## src/rtl/tbcr_pkg.sv

```systemverilog
// Package for the background cell renderer: configuration and queue types,
// register indexes, video mode codes and pixel counts. No dependencies.
package tbcr_pkg;

  localparam int unsigned CFG_W = 14;
  localparam int unsigned CFG_IDX_W = 3;
  localparam int unsigned QDEPTH = 4;
  localparam int unsigned QAW = 2;

  localparam logic [CFG_IDX_W-1:0] REG_VIDEO_MODE   = 3'd0;
  localparam logic [CFG_IDX_W-1:0] REG_NAME_BASE    = 3'd1;
  localparam logic [CFG_IDX_W-1:0] REG_PATTERN_BASE = 3'd2;
  localparam logic [CFG_IDX_W-1:0] REG_COLOR_BASE   = 3'd3;
  localparam logic [CFG_IDX_W-1:0] REG_THIRD_MASK   = 3'd4;
  localparam logic [CFG_IDX_W-1:0] REG_TEXT_FG      = 3'd5;
  localparam logic [CFG_IDX_W-1:0] REG_TEXT_BG      = 3'd6;

  localparam logic [1:0] MODE_TEXT = 2'd0;
  localparam logic [1:0] MODE_G1   = 2'd1;
  localparam logic [1:0] MODE_G2   = 2'd2;
  localparam logic [1:0] MODE_MC   = 2'd3;

  localparam logic CMD_WRITE  = 1'b0;
  localparam logic CMD_RENDER = 1'b1;

  localparam logic [5:0] TEXT_COLUMNS = 6'd40;
  localparam logic [5:0] GFX_COLUMNS  = 6'd32;

  localparam logic [3:0] PIX_NONE = 4'd0;
  localparam logic [3:0] PIX_TEXT = 4'd6;
  localparam logic [3:0] PIX_GFX  = 4'd8;

  typedef struct packed {
    logic [1:0]  video_mode;
    logic [13:0] name_base;
    logic [13:0] pattern_base;
    logic [13:0] color_base;
    logic [1:0]  third_mask;
    logic [3:0]  text_fg;
    logic [3:0]  text_bg;
  } cfg_t;

  typedef struct packed {
    logic        is_write;
    logic        bad;
    logic [13:0] addr;
    logic [7:0]  data;
    logic [4:0]  row;
    logic [2:0]  line;
  } qent_t;

endpackage

```

## src/rtl/tbcr_front.sv

```systemverilog
// Front end: classifies each request as a memory write or a render, flags a bad
// column and forms the name table address of a render. Depends on tbcr_pkg.
module tbcr_front (
  input  tbcr_pkg::cfg_t  cfg,
  input  logic            cmd,
  input  logic [13:0]     vram_address,
  input  logic [7:0]      vram_data,
  input  logic [4:0]      cell_row,
  input  logic [5:0]      cell_column,
  input  logic [2:0]      cell_line,
  output tbcr_pkg::qent_t ent
);

  logic [13:0] row14;
  logic [13:0] row_off;
  logic        bad;

  always_comb begin
    if (cfg.video_mode == tbcr_pkg::MODE_MC) begin
      row14 = {9'd0, cell_row[4:2], 2'b00};
    end else begin
      row14 = {9'd0, cell_row};
    end
    if (cfg.video_mode == tbcr_pkg::MODE_TEXT) begin
      row_off = (row14 << 5) + (row14 << 3);
      bad     = (cell_column >= tbcr_pkg::TEXT_COLUMNS);
    end else begin
      row_off = row14 << 5;
      bad     = (cell_column >= tbcr_pkg::GFX_COLUMNS);
    end
    ent.is_write = (cmd == tbcr_pkg::CMD_WRITE);
    ent.bad      = bad;
    ent.data     = vram_data;
    ent.row      = cell_row;
    ent.line     = cell_line;
    if (cmd == tbcr_pkg::CMD_WRITE) begin
      ent.addr = vram_address;
    end else begin
      ent.addr = cfg.name_base + row_off + {8'd0, cell_column};
    end
  end

endmodule

```

## config.mk

```make
export PLATFORM = sky130hd
export DESIGN_NAME = tbcr_front
export DESIGN_NICKNAME = d
export VERILOG_FILES = /design/src/rtl/tbcr_pkg.sv /design/src/rtl/tbcr_front.sv
export SDC_FILE = /design/constraint.sdc
export NUM_CORES = 1
export LEC_CHECK = 0
export ABC_AREA = 1
export BUFFER_PORTS_ARGS = -buffer_cell sky130_fd_sc_hd__buf_2
export CAP_MARGIN = 20
export CORE_MARGIN = 2
export CORE_UTILIZATION = 43
export DETAILED_ROUTE_END_ITERATION = 7
export PLACE_DENSITY = 0.95
export REMOVE_ABC_BUFFERS = 1
export SYNTH_ARGS = -nofsm -noshare
export SYNTH_HDL_FRONTEND = slang
export SYNTH_SLANG_ARGS = --single-unit
```

## constraint.sdc

```tcl
create_clock -name vclk -period 6.3
set_input_delay 1.26 -clock vclk [all_inputs]
set_output_delay 1.26 -clock vclk [all_outputs]
set_load 0.02 [all_outputs]
```

After elaboration in Yosys (flattened, before gate mapping). Index checks and enable logic that the tools add are counted.

Input bits: 91. Logic and storage cells: 12. Register bits after elaboration: 0. Output and inout bits: 32.

Bitwise logic cells: 1. Reduce and logical (&&, ||, !) cells: 1. Eq/ne operators: 1. Mux-type cells: 4. $lt $le $gt $ge: 2. Add/subtract/negate cells: 3.

Operator list (number): $add A14 B14 Y14 (1); $add A14 B6 Y14 (1); $mux W14 (1); $ge A6 B6 Y1 const B (2); $add A10 B8 Y11 (1); $mux W11 (1); $eq A2 B2 Y1 const B (1); $logic_not A2 Y1 (1); $mux W2 (1); $mux W1 (1); $not A1 Y1 (1).

Longest topological paths before layout.
Depth after elaboration: 7. Mapped depth: 22.

Worst setup path after synthesis. Ideal clock, no wire load.

Path type: in2out. Start point: input cell_row[0]. End point: output ent[27] in the netlist's numbering. Arrival time: 3.504 ns. Required time: 5.040 ns. Slack: 1.536 ns. Stages on the path: 19. Path through: inv_1 -> a21oi_1 -> ha_1 -> ha_1 -> inv_1 -> nand2_1 -> nand2_1 -> a21oi_1 -> xor2_1 -> inv_1 -> ha_1 -> ha_1 -> nand2_1 -> inv_1 -> a21oi_1 -> nand3_1 -> nand2_1 -> nand3_1 -> nand2_1.

RTL lines: start: declaration (line tbcr_front.sv:8) `input logic [4:0] cell_row,`; end: declaration (line tbcr_front.sv:11) `output tbcr_pkg::qent_t ent`.

==> impl_metrics.py <==
metrics = {
    "outcome": {
        "outcome": "completed",
    },
    "routing": {
        "met3WireLength_um": 399,
        "top_layer": "met4",
        "drt_iter0_markers": 26,
        "wl_met1_mm": 1.39,
        "wl_per_cell_um": 10.4,
        "route.met2.wl_mm": 1.53,
        "drcViolationCount": 0,
        "totalWireLength_mm": 3.33,
        "antenna_left": 0,
        "vias_per_cell": 4.87,
        "vias": 1563,
        "drtPass1Iterations": 4,
    },
    "synth": {
        "synth.distinct_cells": 19,
        "yosys.area.top_type": "nand2_1",
        "syn_area_sq_um": 1350,
        "synth_mux_area_share_pct": 0,
        "postSynthCellCount": 244,
        "synth-compound-area-share_pct": 7.90,
        "yosys-top-cells-area": "nand2_1 27%, ha_1 20%, inv_1 11%",
        "synth_top_family_by_area": "simple AND/OR/NAND/NOR gates",
        "synth_xor_area_share_pct": 3.25,
        "syn_avg_cell_area_sq_um": 5.52,
        "yosysSeqAreaShare_pct": 0,
        "synth_top_area_share_pct": 27.3,
        "yosys.area_share.simple_pct": 41.2,
        "synth-adder-area-share_pct": 26.4,
        "synth_warnings": 0,
    },
    "placed_design": {
        "post-place-cells": 321,
        "hpwlAfterDp_mm": 3.00,
        "gp_congestion": 0.850,
        "portBuffers": 63,
    },
    "cells_and_area": {
        "regArea_sq_um": 0,
        "syn_to_final_growth_pct": 16.4,
        "diodes": 0,
        "drive_gt1_share_pct": 23.3,
        "nets": 407,
        "nFillCells": 330,
        "design.seq.count": 0,
        "fin_cells": 321,
        "final.clkbuf_count": 0,
    },
    "pwr": {
        "power_density_nw_per_um2": 114,
        "p_int_uw": 68.1,
        "p_sw_share_pct": 61.9,
        "power.share.clock_pct": 0,
        "ir_worst_vdd_mv": 0.0580,
        "p_seq_share_pct": 0,
        "power_switching_uw": 110,
        "power_frac_comb_pct": 100.0,
        "p_leak_uw": 0.00104,
    },
    "critical_path": {
        "path_max_fanout": 4,
        "endpoint_kind": "output pin",
        "crit_arrival_ns": 3.90,
        "critPathRequiredTime_ns": 5.04,
        "worstSetupStartpointType": "input pin",
        "critPathKind": "input pin to output pin",
    },
    "timing": {
        "max_freq_mhz": 194,
        "period_share_pct": 81.9,
        "hold_slack_ns": 2.52,
        "slew-limit-headroom_pct": 70.0,
        "rsz0062_at_grt": "false",
        "setup_viol_count_final": 0,
        "hold_violations": 0,
        "setup_tns_ns": 0,
        "final.min_clock_period_ns": 5.16,
        "tightestPinTransition_ns": 0.448,
        "slew_viol_final": 0,
    },
    "clock_network": {
        "hold_buffers": 0,
        "post_cts_buffers": 0,
        "ctsResizeCount": 0,
    },
    "global_route": {
        "gr-total-overflow": 0,
        "antenna_found_initial": 0,
        "grtUsageTotal_pct": 18.7,
        "grt_pass1_vias": 1335,
        "grt_max_degree": 20,
        "grt_pass1_wl_mm": 5.40,
    },
    "die": {
        "die_y_um": 60.0,
        "core_sq_um": 3000,
        "die_area_sq_um": 3590,
        "io_pins": 123,
        "die_x_um": 60.0,
        "initial_core_util_pct": 44.8,
        "num_rows": 20,
    },
    "worst_hold_path": {
        "hp-class": "input pin to output pin",
    },
    "run": {
        "max_cap_violations": 0,
    },
}
## critical path, cell delays in order
cell and delay, ns:
buf_2 0.11, a21oi_1 0.19, ha_1 0.20, ha_1 0.14, inv_1 0.03, nand2_1 0.08
nand2_1 0.06, a21oi_1 0.16, xor2_1 0.16, inv_1 0.05, ha_1 0.28, ha_1 0.36
nand2_1 0.11, nor2_1 0.16, nand3_1 0.11, nand3_1 0.10, nand2_1 0.05, nand3_1 0.07
nand2_1 0.05, buf_2 0.15
## cells by family after synthesis
group | Yosys count
and+or+nand+nor | 134
buffers and inverters | 59
adders and majority gates | 26
AOI/OAI and AO/OA | 20
xor gates and xnor gates | 5
## cells in the final DEF (no fill, tap or decap), drive strengths merged
master / count
xor2: 2
inv: 39
o21ai: 9
buf: 63
xnor2: 3
a21boi: 1
fa: 4
nand4: 4
ha: 22
a21oi: 9
nand3: 19
nor2: 13
o31a: 1
nand2: 98
clkinv: 1
## routing by layer
| layer | vias up | GRT usage (%) |
|---|---|---|
| met5 | - | 0 |
| met4 | 0 | 1.59 |
| met3 | 3 | 6.71 |
| met2 | 66 | 33.2 |
| met1 | 660 | 22.2 |
| li1 | 834 | - |
## cell type report
type / count / area, sq um / share of cell area, %
well taps: 33 / 41.3 / 2.64
inverters: 40 / 150 / 9.58
repair buffers: 63 / 315 / 20.1
multi-input cells: 185 / 1060 / 67.7
## path summary, 6_finish.rpt
path / startpoint / endpoint / slack (ns) / depth (start not counted)
worst min-delay path: vram_data[0] / ent[8] / 2.52 / 0
worst max-delay path: cfg[52] / ent[26] / 1.14 / 20
## per-stage QoR
stage / setup WS, ns / power (uW) / instance area [sq um] / utilization, %
2_1_floorplan: 1.54 / 124 / 1210 / -
3_3_place_gp: 1.19 / 175 / 1570 / 52.2
3_5_place_dp: 1.14 / 179 / 1570 / 52.2
4_1_cts: 1.14 / 180 / 1570 / 52.2
5_1_grt: 0.789 / 205 / 1570 / 52.2
6_report: 1.14 / 179 / 1570 / 52.2
## synth_stat cells
cell       n
a21oi_1    9
buf_2      1
clkinv_1   1
clkbuf_1   1
nor2_1    12
a21boi_0   1
nand2_1   98
nand3_1   16
buf_4     17
fa_1       4
o31a_1     1
inv_1     39
nor2_2     1
xor2_1     2
o21ai_0    9
nand3_2    3
nand4_1    4
xnor2_1    3
ha_1      22
## power by group through the flow
stage          clock (uW)  combinational [uW]  sequential (uW)
6_report                0                 179                0
5_1_grt                 0                 205                0
2_1_floorplan           0                 124                0
4_1_cts                 0                 180                0
3_5_place_dp            0                 179                0
3_3_place_gp            0                 175                0
(Power assumes the default switching activity.)
