[config.mk]
export PLATFORM = sky130hd
export DESIGN_NAME = tbcr_queue
export DESIGN_NICKNAME = d
export VERILOG_FILES = /design/src/rtl/tbcr_pkg.sv /design/src/rtl/tbcr_queue.sv
export SDC_FILE = /design/constraint.sdc
export NUM_CORES = 1
export LEC_CHECK = 0
export BUFFER_PORTS_ARGS = -buffer_cell sky130_fd_sc_hd__buf_2
export CORE_ASPECT_RATIO = 1.75
export CORE_UTILIZATION = 53
export CTS_BUF_LIST = sky130_fd_sc_hd__clkbuf_4
export DETAILED_ROUTE_END_ITERATION = 16
export PLACE_DENSITY = 0.77
export SYNTH_ARGS = -nofsm -noshare
export SYNTH_HDL_FRONTEND = slang
export SYNTH_SLANG_ARGS = --single-unit
[constraint.sdc]
create_clock -name clk -period 1.67 [get_ports clk]
set_clock_uncertainty 0.05 [all_clocks]
set_input_delay 0 -clock clk [delete_from_list [all_inputs] [get_ports clk]]
set_output_delay 0 -clock clk [all_outputs]
set_load 0.01 [all_outputs]
[src/rtl/tbcr_pkg.sv]
// Package for the background cell renderer: configuration and queue types,
// register indexes, video mode codes and pixel counts. No dependencies.
package tbcr_pkg;

  localparam int unsigned CFG_W = 14;
  localparam int unsigned CFG_IDX_W = 3;
  localparam int unsigned QDEPTH = 4;
  localparam int unsigned QAW = 2;

  localparam logic [CFG_IDX_W-1:0] REG_VIDEO_MODE   = 3'd0;
  localparam logic [CFG_IDX_W-1:0] REG_NAME_BASE    = 3'd1;
  localparam logic [CFG_IDX_W-1:0] REG_PATTERN_BASE = 3'd2;
  localparam logic [CFG_IDX_W-1:0] REG_COLOR_BASE   = 3'd3;
  localparam logic [CFG_IDX_W-1:0] REG_THIRD_MASK   = 3'd4;
  localparam logic [CFG_IDX_W-1:0] REG_TEXT_FG      = 3'd5;
  localparam logic [CFG_IDX_W-1:0] REG_TEXT_BG      = 3'd6;

  localparam logic [1:0] MODE_TEXT = 2'd0;
  localparam logic [1:0] MODE_G1   = 2'd1;
  localparam logic [1:0] MODE_G2   = 2'd2;
  localparam logic [1:0] MODE_MC   = 2'd3;

  localparam logic CMD_WRITE  = 1'b0;
  localparam logic CMD_RENDER = 1'b1;

  localparam logic [5:0] TEXT_COLUMNS = 6'd40;
  localparam logic [5:0] GFX_COLUMNS  = 6'd32;

  localparam logic [3:0] PIX_NONE = 4'd0;
  localparam logic [3:0] PIX_TEXT = 4'd6;
  localparam logic [3:0] PIX_GFX  = 4'd8;

  typedef struct packed {
    logic [1:0]  video_mode;
    logic [13:0] name_base;
    logic [13:0] pattern_base;
    logic [13:0] color_base;
    logic [1:0]  third_mask;
    logic [3:0]  text_fg;
    logic [3:0]  text_bg;
  } cfg_t;

  typedef struct packed {
    logic        is_write;
    logic        bad;
    logic [13:0] addr;
    logic [7:0]  data;
    logic [4:0]  row;
    logic [2:0]  line;
  } qent_t;

endpackage

[src/rtl/tbcr_queue.sv]
// Short request queue between the front end and the render back end.
// Depends on tbcr_pkg.
module tbcr_queue (
  input  logic            clk,
  input  logic            rst_n,
  input  logic            push,
  input  tbcr_pkg::qent_t push_ent,
  input  logic            pop,
  output tbcr_pkg::qent_t head,
  output logic            head_valid,
  output logic            full
);

  tbcr_pkg::qent_t        slots_r [tbcr_pkg::QDEPTH];
  logic [tbcr_pkg::QAW-1:0] wr_ptr_r, wr_ptr_nxt;
  logic [tbcr_pkg::QAW-1:0] rd_ptr_r, rd_ptr_nxt;
  logic [tbcr_pkg::QAW:0]   count_r, count_nxt;

  assign head       = slots_r[rd_ptr_r];
  assign head_valid = (count_r != '0);
  assign full       = (count_r == (tbcr_pkg::QAW+1)'(tbcr_pkg::QDEPTH));

  always_comb begin
    wr_ptr_nxt = push ? wr_ptr_r + 1'b1 : wr_ptr_r;
    rd_ptr_nxt = pop ? rd_ptr_r + 1'b1 : rd_ptr_r;
    count_nxt  = count_r;
    if (push && !pop) begin
      count_nxt = count_r + 1'b1;
    end else if (pop && !push) begin
      count_nxt = count_r - 1'b1;
    end
  end

  always_ff @(posedge clk) begin
    if (!rst_n) begin
      wr_ptr_r <= '0;
      rd_ptr_r <= '0;
      count_r  <= '0;
    end else begin
      wr_ptr_r <= wr_ptr_nxt;
      rd_ptr_r <= rd_ptr_nxt;
      count_r  <= count_nxt;
    end
  end

  always_ff @(posedge clk) begin
    if (push) begin
      slots_r[wr_ptr_r] <= push_ent;
    end
  end

endmodule

After elaboration in Yosys (flattened, before gate mapping)
Memories as Yosys holds them, arrays and structs flattened. A register that Yosys moved wholly into a read port is not among the register bits.
Index checks and enable logic that the tools add are counted.

word-level totals
  register bits = 7
  bits in writable memories = 128
  bits of input ports = 36
  output and inout bits = 34
  memories = 1

operators by class
  $add $sub $neg = 4
  equal/unequal tests = 1
  multiplexer cells = 6
  reduce and logical (&&, ||, !) cells = 6

memories
  memory   words  width  read ports  clocked after memory_dff  write ports  RTL line          RTL
  slots_r  4      32     1           1                         1            tbcr_queue.sv:14  tbcr_pkg::qent_t slots_r [tbcr_pkg::QDEPTH];

operators by type and width
  operator               count
  $mux W3                2
  $add A2 B1 Y2 const B  2
  $mux W2                2
  $add A3 B1 Y3 const B  1
  $eq A3 B3 Y1 const B   1
  $reduce_bool A3 Y1     1
  $sub A3 B1 Y3 const B  1
  $logic_and A1 B1 Y1    2
  $logic_not A1 Y1       2
  $mux W1                2
  $reduce_bool A2 Y1     1

Depth between registers and ports, before layout
Gate-level depths: netlist (run 1).

  depth in word-level cells = 4
  gate-level depth with buffers = 7
  mapped depth without buffers = 7

Worst setup path before layout (run 1)
No wires, ideal clock.

  path kind = register -> register
  start = register wr_ptr_r[0] (netlist bit)
  end = memory slots_r[2][0] (netlist bit) (enable)
  arrival time = 1330 ps
  required time = 1228 ps
  slack = -102 ps
  cell stages (with the launch flop) = 4
  path buffers = 0
  cell sequence = dfxtp_1 inv_1 ha_1 and2_1

RTL lines
  item                      RTL line          RTL
  start: declaration        tbcr_queue.sv:15  logic [tbcr_pkg::QAW-1:0] wr_ptr_r, wr_ptr_nxt;
  start signal: assignment  tbcr_queue.sv:40  wr_ptr_r <= wr_ptr_nxt;
  end: declaration          tbcr_queue.sv:14

Straight into the memory's write port.

==> results of run 1 <==
[flip-flops by register name, indices dropped and copies added, names as in the netlist, named ones only]
signal / count
count_r: 3
rd_ptr_r: 2
slots_r: 128
wr_ptr_r: 2
[where the power goes]
part	switching (mW)	total [mW]	internal (mW)	leakage, nW
combinational	0.419	0.939	0.519	0.849
clock	1.04	1.97	0.930	0.153
sequential	0.0655	4.00	3.93	1.25
[worst register-to-register path, stage by stage, from the launching register on]
cell and delay [ps]:
dfxtp_1 340, buf_4 150, inv_1 80, ha_1 150, and2_2 290, buf_12 240
[Yosys cell counts]
master	count	area [um^2]
buf_2	3	15.0
a21boi_0	1	7.51
nor3b_1	1	7.51
o21ai_0	1	5.00
buf_12	3	60.1
mux2i_1	2	20.0
mux4_2	30	676
inv_1	4	15.0
edfxtp_1	128	3840
fa_1	1	20.0
xor2_1	3	26.3
mux4_1	2	52.6
and2_1	9	56.3
buf_6	1	11.3
ha_1	5	62.6
or3_1	2	12.5
xnor2_1	2	17.5
nand2_1	1	3.75
nor2b_1	2	12.5
dfxtp_1	9	180
[final timing paths]
| kind | startpoint | endpoint | slack, ps | cells past startpoint |
|---|---|---|---|---|
| worst max-delay path | flip-flop | head[15] | -140 | 3 |
| worst min-delay path | push_ent[1] | slots_r[2][1]$_DFFE_PP_ | 190 | 2 |
| worst max register to register | wr_ptr_r[0]$_SDFFE_PN0P_ | slots_r[2][15]$_DFFE_PP_ | 60 | 5 |
| worst min register to register | count_r[2]$_SDFFE_PN0P_ | count_r[2]$_SDFFE_PN0P_ | 470 | 2 |
[cell families after synthesis]
family          count (synthesis)
simple gates                   15
compound gates                  2
fa+ha+maj                       6
xor+xnor                        5
mux                            34
flops                         137
buf+inv                        11
[per-stage QoR]
stage                     TNS [ps]  worst slack, ps  cell area (um^2)
after CTS                    -6090             -252              6400
after global placement           0             7.43              5660
final                        -3500             -137              6410
after floorplan                  0              194              5110
after detailed placement     -1160            -37.8              5660
after global routing         -6890             -240              6410
[layer usage]
layer / up-vias / track usage [%]
li1: 1139 / -
met1: 1239 / 19.9
met2: 63 / 35.8
met3: 10 / 5.88
met4: 0 / 7.59
met5: - / 0
[final cells by class]
cell class | count | share of cell area (%)
Clock buffer | 21 | 2.46
Inverter | 4 | 0.234
Timing Repair Buffer | 117 | 15.1
Clock inverter | 11 | 1.64
Tap cell | 122 | 2.38
Multi-Input combinational cell | 62 | 15.3
Sequential cell | 137 | 62.9
[repair_timing]
item / in CTS / in global routing
hold endpoints to repair: 137 / 0
hold buffers: 35 / 0
gates cloned: 1 / 0
gates resized for setup: 21 / 7
endpoints found under the setup margin: 64 / 33
buffers inserted: 1 / 0
==> results.md, run 1 <==
- CP Capture Type: output pin
- Cts bufs inserted: 17
- Initial core utilization: 54.3%
- Finished Layout Cells: 474
- Clk slew on worst S/H paths: 110 ps
- Synth Area in Simple Gates: 1.81%
- Placed cells: 406
- Measured slew at the worst slew-check pin: 481 ps
- Number of diodes: 0
- WL final: 8.67 mm
- Most common cell after layout, fill and taps aside: edfxtp_1
- RSZ-0062 raised after global routing: true
- Post-synthesis mux area share: 14.7%
- Multi-input logic area: 978 um^2
- Setup CP Type: flip-flop to output pin
- Worst Path Required: 1620 ps
- Layout cells sized above 1: 42.6%
- Largest family of logic cells by synthesized area: multiplexers
- Initial antenna violation count: 0
- Setup Viol. Count Final: 32
- Most frequent cells in the layout: edfxtp_1 (128), buf_2 (54), dlygate4sd3_1 (35), mux4_2 (32), clkbuf_4 (21)
- Synth Instances: 210
- Pwr dens: 1080 nW/um^2
- Slew HR: 68.0%
- Root Driver: clkbuf_4
- Max-slew violation count: 0
- Fill count: 613
- Total power: 6.91 mW
- Via Count: 2,451
- CP max-delay cell: mux4_2
- Metal-1 WL: 3.22 mm
- Detailed placer's ending HPWL: 5.25 mm
- Die height: 132 um
- Largest stage delay, worst path: 540 ps
- CP Cell Sequence: buf_12, mux4_2, buf_6
- Post-synthesis register bit count: 137
- Row count: 47
- Top Metal Used: met4
- Worst path buffer plus inverter count: 2
- DR WL met2: 5.02 mm
- DR pass1 iterations: 4
- Drt initial violations: 142
- Nets: 381
- FF+latch area: 4030 um^2
- Leak: 2.25 nW
- Arrival time worst endpoint: 1760 ps
- Vias per cell: 5.17
- Synth warn: 0
- Clock Sinks: 137
- Vias in the first global route: 2,725
- Adder-cell share of the synthesized area: 1.62%
- Worst vdd ir: 0.877 mV
- Largest net degree at the start of global routing: 33
- Outcome: complete, but fails checks
- I/O pin count: 70
- Fin Hold WS: 188 ps
- H-tree level count: 4
- Fin util: 68.1%
- Max Cap Violations: 0
- Routability congestion estimate: 0.687
- Number of I/O port buffers: 69
- Final Hold Fails: 0
- Die X: 76.2 um
- Maximum clock frequency: 0.554 GHz
- Mapped Nets: 252
- Post-Synth XOR/XNOR Area: 0.858%
- Remaining DRCs: 0
- Crit Path Max Fanout: 9
- Area delta synth->final: 25.6%
- Final Cycle Share: 108%
- Startpoint types: flip-flop
- Synth Area in Compound Gates: 0.245%
- Die area: 10,000 um^2
- WL/cell: 18.3 um
- Hold crit path type: input pin to flip-flop
- Distinct cells, synth: 20
- Global-route usage over all layers: 19.2%
- WL met3: 314 um
- Clock Tree Buf Depth: 2
- Avg Synthesized Cell Area: 24.3 um^2
- Clk_lat worst skew: 500 ps
- Sequential-to-total area share from yosys stat: 78.8%
- Tmin final: 1810 ps
- GR Overflow Total: 0
- Area of the mapped netlist: 5100 um^2
- First-pass GRT wire length: 13.8 mm
- Worst path top cell family by delay: multiplexers
- Post-DRT Antenna Nets: 0
- Violated checks: setup timing
- Final setup margin: -137 ps
- TritonCTS clock tree: done
- Core ar.: 9410 um^2
No activity file was read; power rests on OpenSTA's default activity.
==> inputs of run 2 (changes only) <==
- RECOVER_POWER: default -> 50
- SKIP_CTS_REPAIR_TIMING: default -> 1
==> run 2 against run 1 <==
Net effect: the flow still finishes with violations (setup timing); clock power about the same; cell count increased by 0.42%; sequential share of layout area about the same; register-to-register slack got worse by 70 ps; sequential power about the same; critical path depth unchanged; first-iteration DRC count decreased by 49%; core utilization about the same; combinational power increased by 1%; final area about the same; highest routed layer unchanged.
==> results.md, run 2 (synthesis results as in run 1) <==
- Outcome: complete, but fails checks
- Violated checks: setup timing
- Clock Sinks: 137 (unchanged)
- Tmin final: 1850 ps (+41.8 ps)
- Startpoint types: flip-flop
- Clk_lat worst skew: 500 ps (about the same)
- Final Cycle Share: 111% (+2.5 points)
- Setup CP Type: flip-flop to output pin
- Core ar.: 9410 um^2 (unchanged)
- Clock share of power: 28.5% (about the same)
- R2r setup slk: -10 ps (-70 ps)
- Max FFs per register: 128 (unchanged)
- Detailed placer's ending HPWL: 5.25 mm (unchanged)
- Finished Layout Cells: 476 (+0.42%)
- Initial core utilization: 54.3% (unchanged)
- Fill count: 628 (+2.4%)
- Arrival time worst endpoint: 1800 ps (+40 ps)
- Measured slew at the worst slew-check pin: 485 ps (+4.85 ps)
- WHS Endpoint: slots_r[3][6]$_DFFE_PP_
- Number of diodes: 0 (unchanged)
- Layout cells sized above 1: 33.1% (-9.6 points)
- WL final: 8.79 mm (+1.4%)
- Regs by FF count: slots_r x128, count_r x3
- Routability congestion estimate: 0.687 (unchanged)
- Initial antenna violation count: 0 (unchanged)
- Hold path startpoint: push_ent[6]
- CP Capture Type: output pin
- Hold crit path type: input pin to flip-flop
- Net Sw Frac: 22.1% (+0.067 points)
- Row count: 47 (unchanged)
- Die height: 132 um (unchanged)
- Vias per cell: 5.17 (about the same)
- TritonCTS clock tree: done
- RSZ-0062 raised after global routing: true
- Placed cells: 406 (unchanged)
- Clock Tree Buf Depth: 2 (unchanged)
- Post-DRT Antenna Nets: 0 (unchanged)
- Worst R2R End: slots_r[2][15]$_DFFE_PP_
- Drt initial violations: 72 (-49%)
- Worst vdd ir: 0.879 mV (+0.31%)
- Area delta synth->final: 25.6% (about the same)
- Worst r2r src: wr_ptr_r[0]$_SDFFE_PN0P_
- Via Count: 2,462 (+0.45%)
- Vias in the first global route: 2,469 (-9.4%)
- Max-slew violation count: 0 (unchanged)
- Nets: 383 (+0.52%)
- Register with the most flip-flops: slots_r
- H-tree level count: 4 (unchanged)
- Max Cap Violations: 0 (unchanged)
- Die area: 10,000 um^2 (unchanged)
- Cts bufs inserted: 17 (unchanged)
- Die X: 76.2 um (unchanged)
- Root Driver: clkbuf_4
- I/O pin count: 70 (unchanged)
- Most common cell after layout, fill and taps aside: edfxtp_1
- Fin util: 68.1% (about the same)
- Most frequent cells in the layout: edfxtp_1 (128), dlygate4sd3_1 (36), clkbuf_1 (34), mux4_2 (32), clkbuf_4 (21)
- Remaining DRCs: 0 (unchanged)
- Crit Path Max Fanout: 7 (-2)
- Slew HR: 67.6% (-0.32 points)
- Clk slew on worst S/H paths: 110 ps (about the same)
- Leak: 2.18 nW (-3.3%)
- FF+latch area: 4030 um^2 (about the same)
- Largest net degree at the start of global routing: 33 (unchanged)
- Setup Viol. Count Final: 52 (+63%)
- Final setup margin: -178 ps (-41.8 ps)
- Maximum clock frequency: 0.541 GHz (-2.3%)
- Multi-input logic area: 978 um^2 (unchanged)
- Final Hold Fails: 0 (unchanged)
- Global-route usage over all layers: 17.7% (-1.5 points)
- Reg power frac: 57.8% (about the same)
- Post-DP Area: 5660 um^2 (unchanged)
- R2R cell count: 5 (unchanged)
- WL/cell: 18.5 um (+0.98%)
- Pwr dens: 1080 nW/um^2 (+0.21%)
- Number of I/O port buffers: 69 (unchanged)
- Worst Path Required: 1620 ps (about the same)
- First-pass GRT wire length: 12.7 mm (-8.4%)
- NetSw: 1.53 mW (+0.49%)
- Design area: 6410 um^2 (about the same)
- GR Overflow Total: 0 (unchanged)
- Pint: 5.39 mW (+0.10%)
- DR pass1 iterations: 4 (unchanged)
- Power share of the combinational group: 13.7% (about the same)
- Hold depth: 2 (unchanged)
- Setup tns final: -5010 ps (-1510 ps)
## run 2: cell count changes in the layout (fill, tap and decap cells not counted), sizes merged
cell / previous run / this run
buf: 82 / 47
clkbuf: 21 / 57
dlygate4sd3: 35 / 36
## run 2: worst max-delay path, stage by stage, from the launching register on
cell and delay (ps):
dfxtp_4 450, buf_8 170, mux4_2 520, buf_2 160
## run 2: layer usage
metal	vias up	share of wire (%)	track usage (%)
li1	1139	-	-
met1	1257	38	18.2
met2	53	57	32.3
met3	13	3.2	5.40
met4	0	1.8	8.33
met5	-	0	0
## run 2: layout make-up
cell class / count / area share, %
Inverter: 4 / 0.234
Timing Repair Buffer: 119 / 15.1
Tap cell: 122 / 2.38
Clock inverter: 11 / 1.64
Clock buffer: 21 / 2.46
Sequential cell: 137 / 62.9
Multi-Input combinational cell: 62 / 15.3
## run 2: how the worst max path moves through the flow
stage	startpoint	end	cells after the start
after detailed placement	wr_ptr_r[1]$_SDFFE_PN0P_	slots_r[1][6]$_DFFE_PP_	3
after floorplan	count_r[0]$_SDFFE_PN0P_	count_r[2]$_SDFFE_PN0P_	4
final	flip-flop	head[20]	3
after CTS	flip-flop	head[27]	3
after global routing	flip-flop	head[0]	3
after global placement	wr_ptr_r[1]$_SDFFE_PN0P_	slots_r[1][4]$_DFFE_PP_	3
## run 2: per-stage QoR
step / worst slack, ps / power (mW) / hold slack [ps]
after floorplan: 194 / 4.54 / 48.9
after global placement: 7.43 / 4.83 / 161
after detailed placement: -37.8 / 4.86 / 167
after CTS: -315 / 6.81 / -404
after global routing: -289 / 7.20 / 200
final: -178 / 6.92 / 240
## run 2: power groups by stage
stage	Sequential, mW	Combinational (mW)	Clock (mW)
after global placement	4.06	0.770	0
after floorplan	4.05	0.492	0
after CTS	3.99	0.787	2.03
after global routing	4.02	1.01	2.17
final	4.00	0.948	1.97
after detailed placement	4.07	0.785	0
==> inputs of run 3 (changes only) <==
- BUFFER_PORTS_ARGS: -buffer_cell sky130_fd_sc_hd__buf_2 -> default
- CORE_UTILIZATION: 53 -> 54
- DONT_BUFFER_PORTS: default -> 1
- PLACE_DENSITY: 0.77 -> 0.72
- RECOVER_POWER: 50 -> default
==> run 3 against run 2 <==
Net effect: the flow still finishes with violations (setup timing); core utilization is 2.2 points lower; via count is 10% lower; first-iteration DRC count rose by 28%; cell count fell by 15%; clock-buffer cell count decreased by 1; sequential share of layout area grew 4.4 points; power decreased by 1.8%; register-to-register slack better by 120 ps; worst hold slack lost 80 ps; critical path type unchanged; die area is 1.8% lower; maximum frequency is 7.8% higher.
==> results.md, run 3 (synthesis results as in run 1) <==
- Outcome: complete, but fails checks
- Violated checks: setup timing
- Leak: 1.96 nW (-10%)
- WL final: 7.97 mm (-9.3%)
- Max-slew violation count: 0 (unchanged)
- Cts bufs inserted: 17 (unchanged)
- Tmin final: 1710 ps (-134 ps)
- Fill count: 654 (+4.1%)
- Initial antenna violation count: 1 (+1)
- Root Driver: clkbuf_4
- WL/cell: 19.6 um (+6.4%)
- GR Overflow Total: 0 (unchanged)
- Startpoint types: flip-flop
- Setup Viol. Count Final: 32 (-38%)
- Setup tns final: -694 ps (+4320 ps)
- H-tree level count: 4 (unchanged)
- Max FFs per register: 128 (unchanged)
- Register with the most flip-flops: slots_r
- Final setup margin: -44.3 ps (+134 ps)
- Nets: 314 (-18%)
- Measured slew at the worst slew-check pin: 483 ps (-2.14 ps)
- Final Cycle Share: 103% (-8.0 points)
- Worst vdd ir: 0.765 mV (-13%)
- Crit Path Max Fanout: 8 (+1)
- Post-DRT Antenna Nets: 0 (unchanged)
- Clk slew on worst S/H paths: 100 ps (about the same)
- Regs by FF count: slots_r x128, count_r x3
- Row count: 46 (-2.1%)
- CP Capture Type: output pin
- Detailed placer's ending HPWL: 4.63 mm (-12%)
- I/O pin count: 70 (unchanged)
- RSZ-0062 raised after global routing: true
- TritonCTS clock tree: done
- Global-route usage over all layers: 17.3% (-0.41 points)
- DR pass1 iterations: 4 (unchanged)
- Remaining DRCs: 0 (unchanged)
- Worst r2r src: count_r[0]$_SDFFE_PN0P_
- Die X: 75.5 um (-0.91%)
- Die height: 131 um (-0.92%)
- Arrival time worst endpoint: 1660 ps (-140 ps)
- Fin util: 65.9% (-2.2 points)
- Pwr dens: 1130 nW/um^2 (+5.0%)
- Place WS: -3.94 ps (+33.9 ps)
- Setup CP Type: flip-flop to output pin
- Largest net degree at the start of global routing: 33 (unchanged)
- Slew HR: 67.8% (+0.14 points)
- Finished Layout Cells: 406 (-15%)
- Routability congestion estimate: 0.694 (+1.1%)
- Area delta synth->final: 17.4%
- Hold crit path type: input pin to flip-flop
- Layout cells sized above 1: 27.4% (-5.7 points)
- Die area: 9860 um^2 (-1.8%)
- Drt initial violations: 92 (+28%)
- Number of I/O port buffers: 0 (-100%)
- Clk_lat worst skew: 500 ps (about the same)
- Max Cap Violations: 0 (unchanged)
- Maximum clock frequency: 0.583 GHz (+7.8%)
- First-pass GRT wire length: 11.5 mm (-9.5%)
- Initial core utilization: 56.1% (+1.9 points)
- Most frequent cells in the layout: edfxtp_1 (128), dlygate4sd3_1 (36), mux4_2 (32), clkbuf_4 (20), buf_4 (8)
- Hold path startpoint: push_ent[6]
- Final Hold Fails: 0 (unchanged)
- Worst Path Required: 1620 ps (about the same)
- Vias in the first global route: 2,208 (-11%)
- Vias per cell: 5.43 (+5.0%)
- Total power: 6.79 mW (-1.8%)
- Clock Sinks: 137 (unchanged)
- Core ar.: 9090 um^2 (-3.4%)
- Via Count: 2,205 (-10%)
- Placed cells: 336 (-17%)
- Most common cell after layout, fill and taps aside: edfxtp_1
- Clock Tree Buf Depth: 2 (unchanged)
==> run 3: per-stage QoR <==
| step | hold WS (ps) | cell area (um^2) |
|---|---|---|
| 2_1_floorplan | 48.9 | 5110 |
| 6_report | 160 | 5990 |
| 4_1_cts | -519 | 5590 |
| 3_5_place_dp | 49.0 | 5310 |
| 5_1_grt | 112 | 5990 |
| 3_3_place_gp | 49.0 | 5310 |
==> run 3: critical path, stage by stage (launching register included) <==
cell	delay, ps
dfxtp_4	420
clkbuf_16	190
mux4_2	550
==> run 3: final timing paths <==
check	endpoint	slack (ps)	cells past startpoint
max	head[30]	-40	2
min	slots_r[2][6]$_DFFE_PP_	160	1
max reg2reg	count_r[2]$_SDFFE_PN0P_	110	4
min reg2reg	count_r[2]$_SDFFE_PN0P_	490	2
==> run 3: area by class of cell <==
cell class	instances	area [um^2]	share of cell area, %
antenna	1	2.50	0.0418
clock buffer	20	150	2.51
clock inverter	12	131	2.19
inverter	4	15.0	0.251
multi-input combinational	62	978	16.3
sequential	137	4030	67.2
tap	120	150	2.51
timing repair buffer	50	536	8.94
==> run 3: where the power goes <==
group	total, mW	switching, mW	internal [mW]	leakage (nW)
Combinational	0.712	0.360	0.352	0.553
Sequential	3.99	0.0633	3.93	1.25
Clock	2.09	1.03	1.06	0.156
Total	6.79	1.45	5.34	1.96
==> run 3: per-layer routing <==
| layer | global-route usage [%] | up-vias | part of all wire, % |
|---|---|---|---|
| met1 | 19.1 | 1140 | 38 |
| met3 | 7.29 | 5 | 5.2 |
| met4 | 8.71 | 0 | 1.1 |
| li1 | - | 1000 | - |
| met5 | 0 | - | 0 |
| met2 | 28.2 | 60 | 55 |
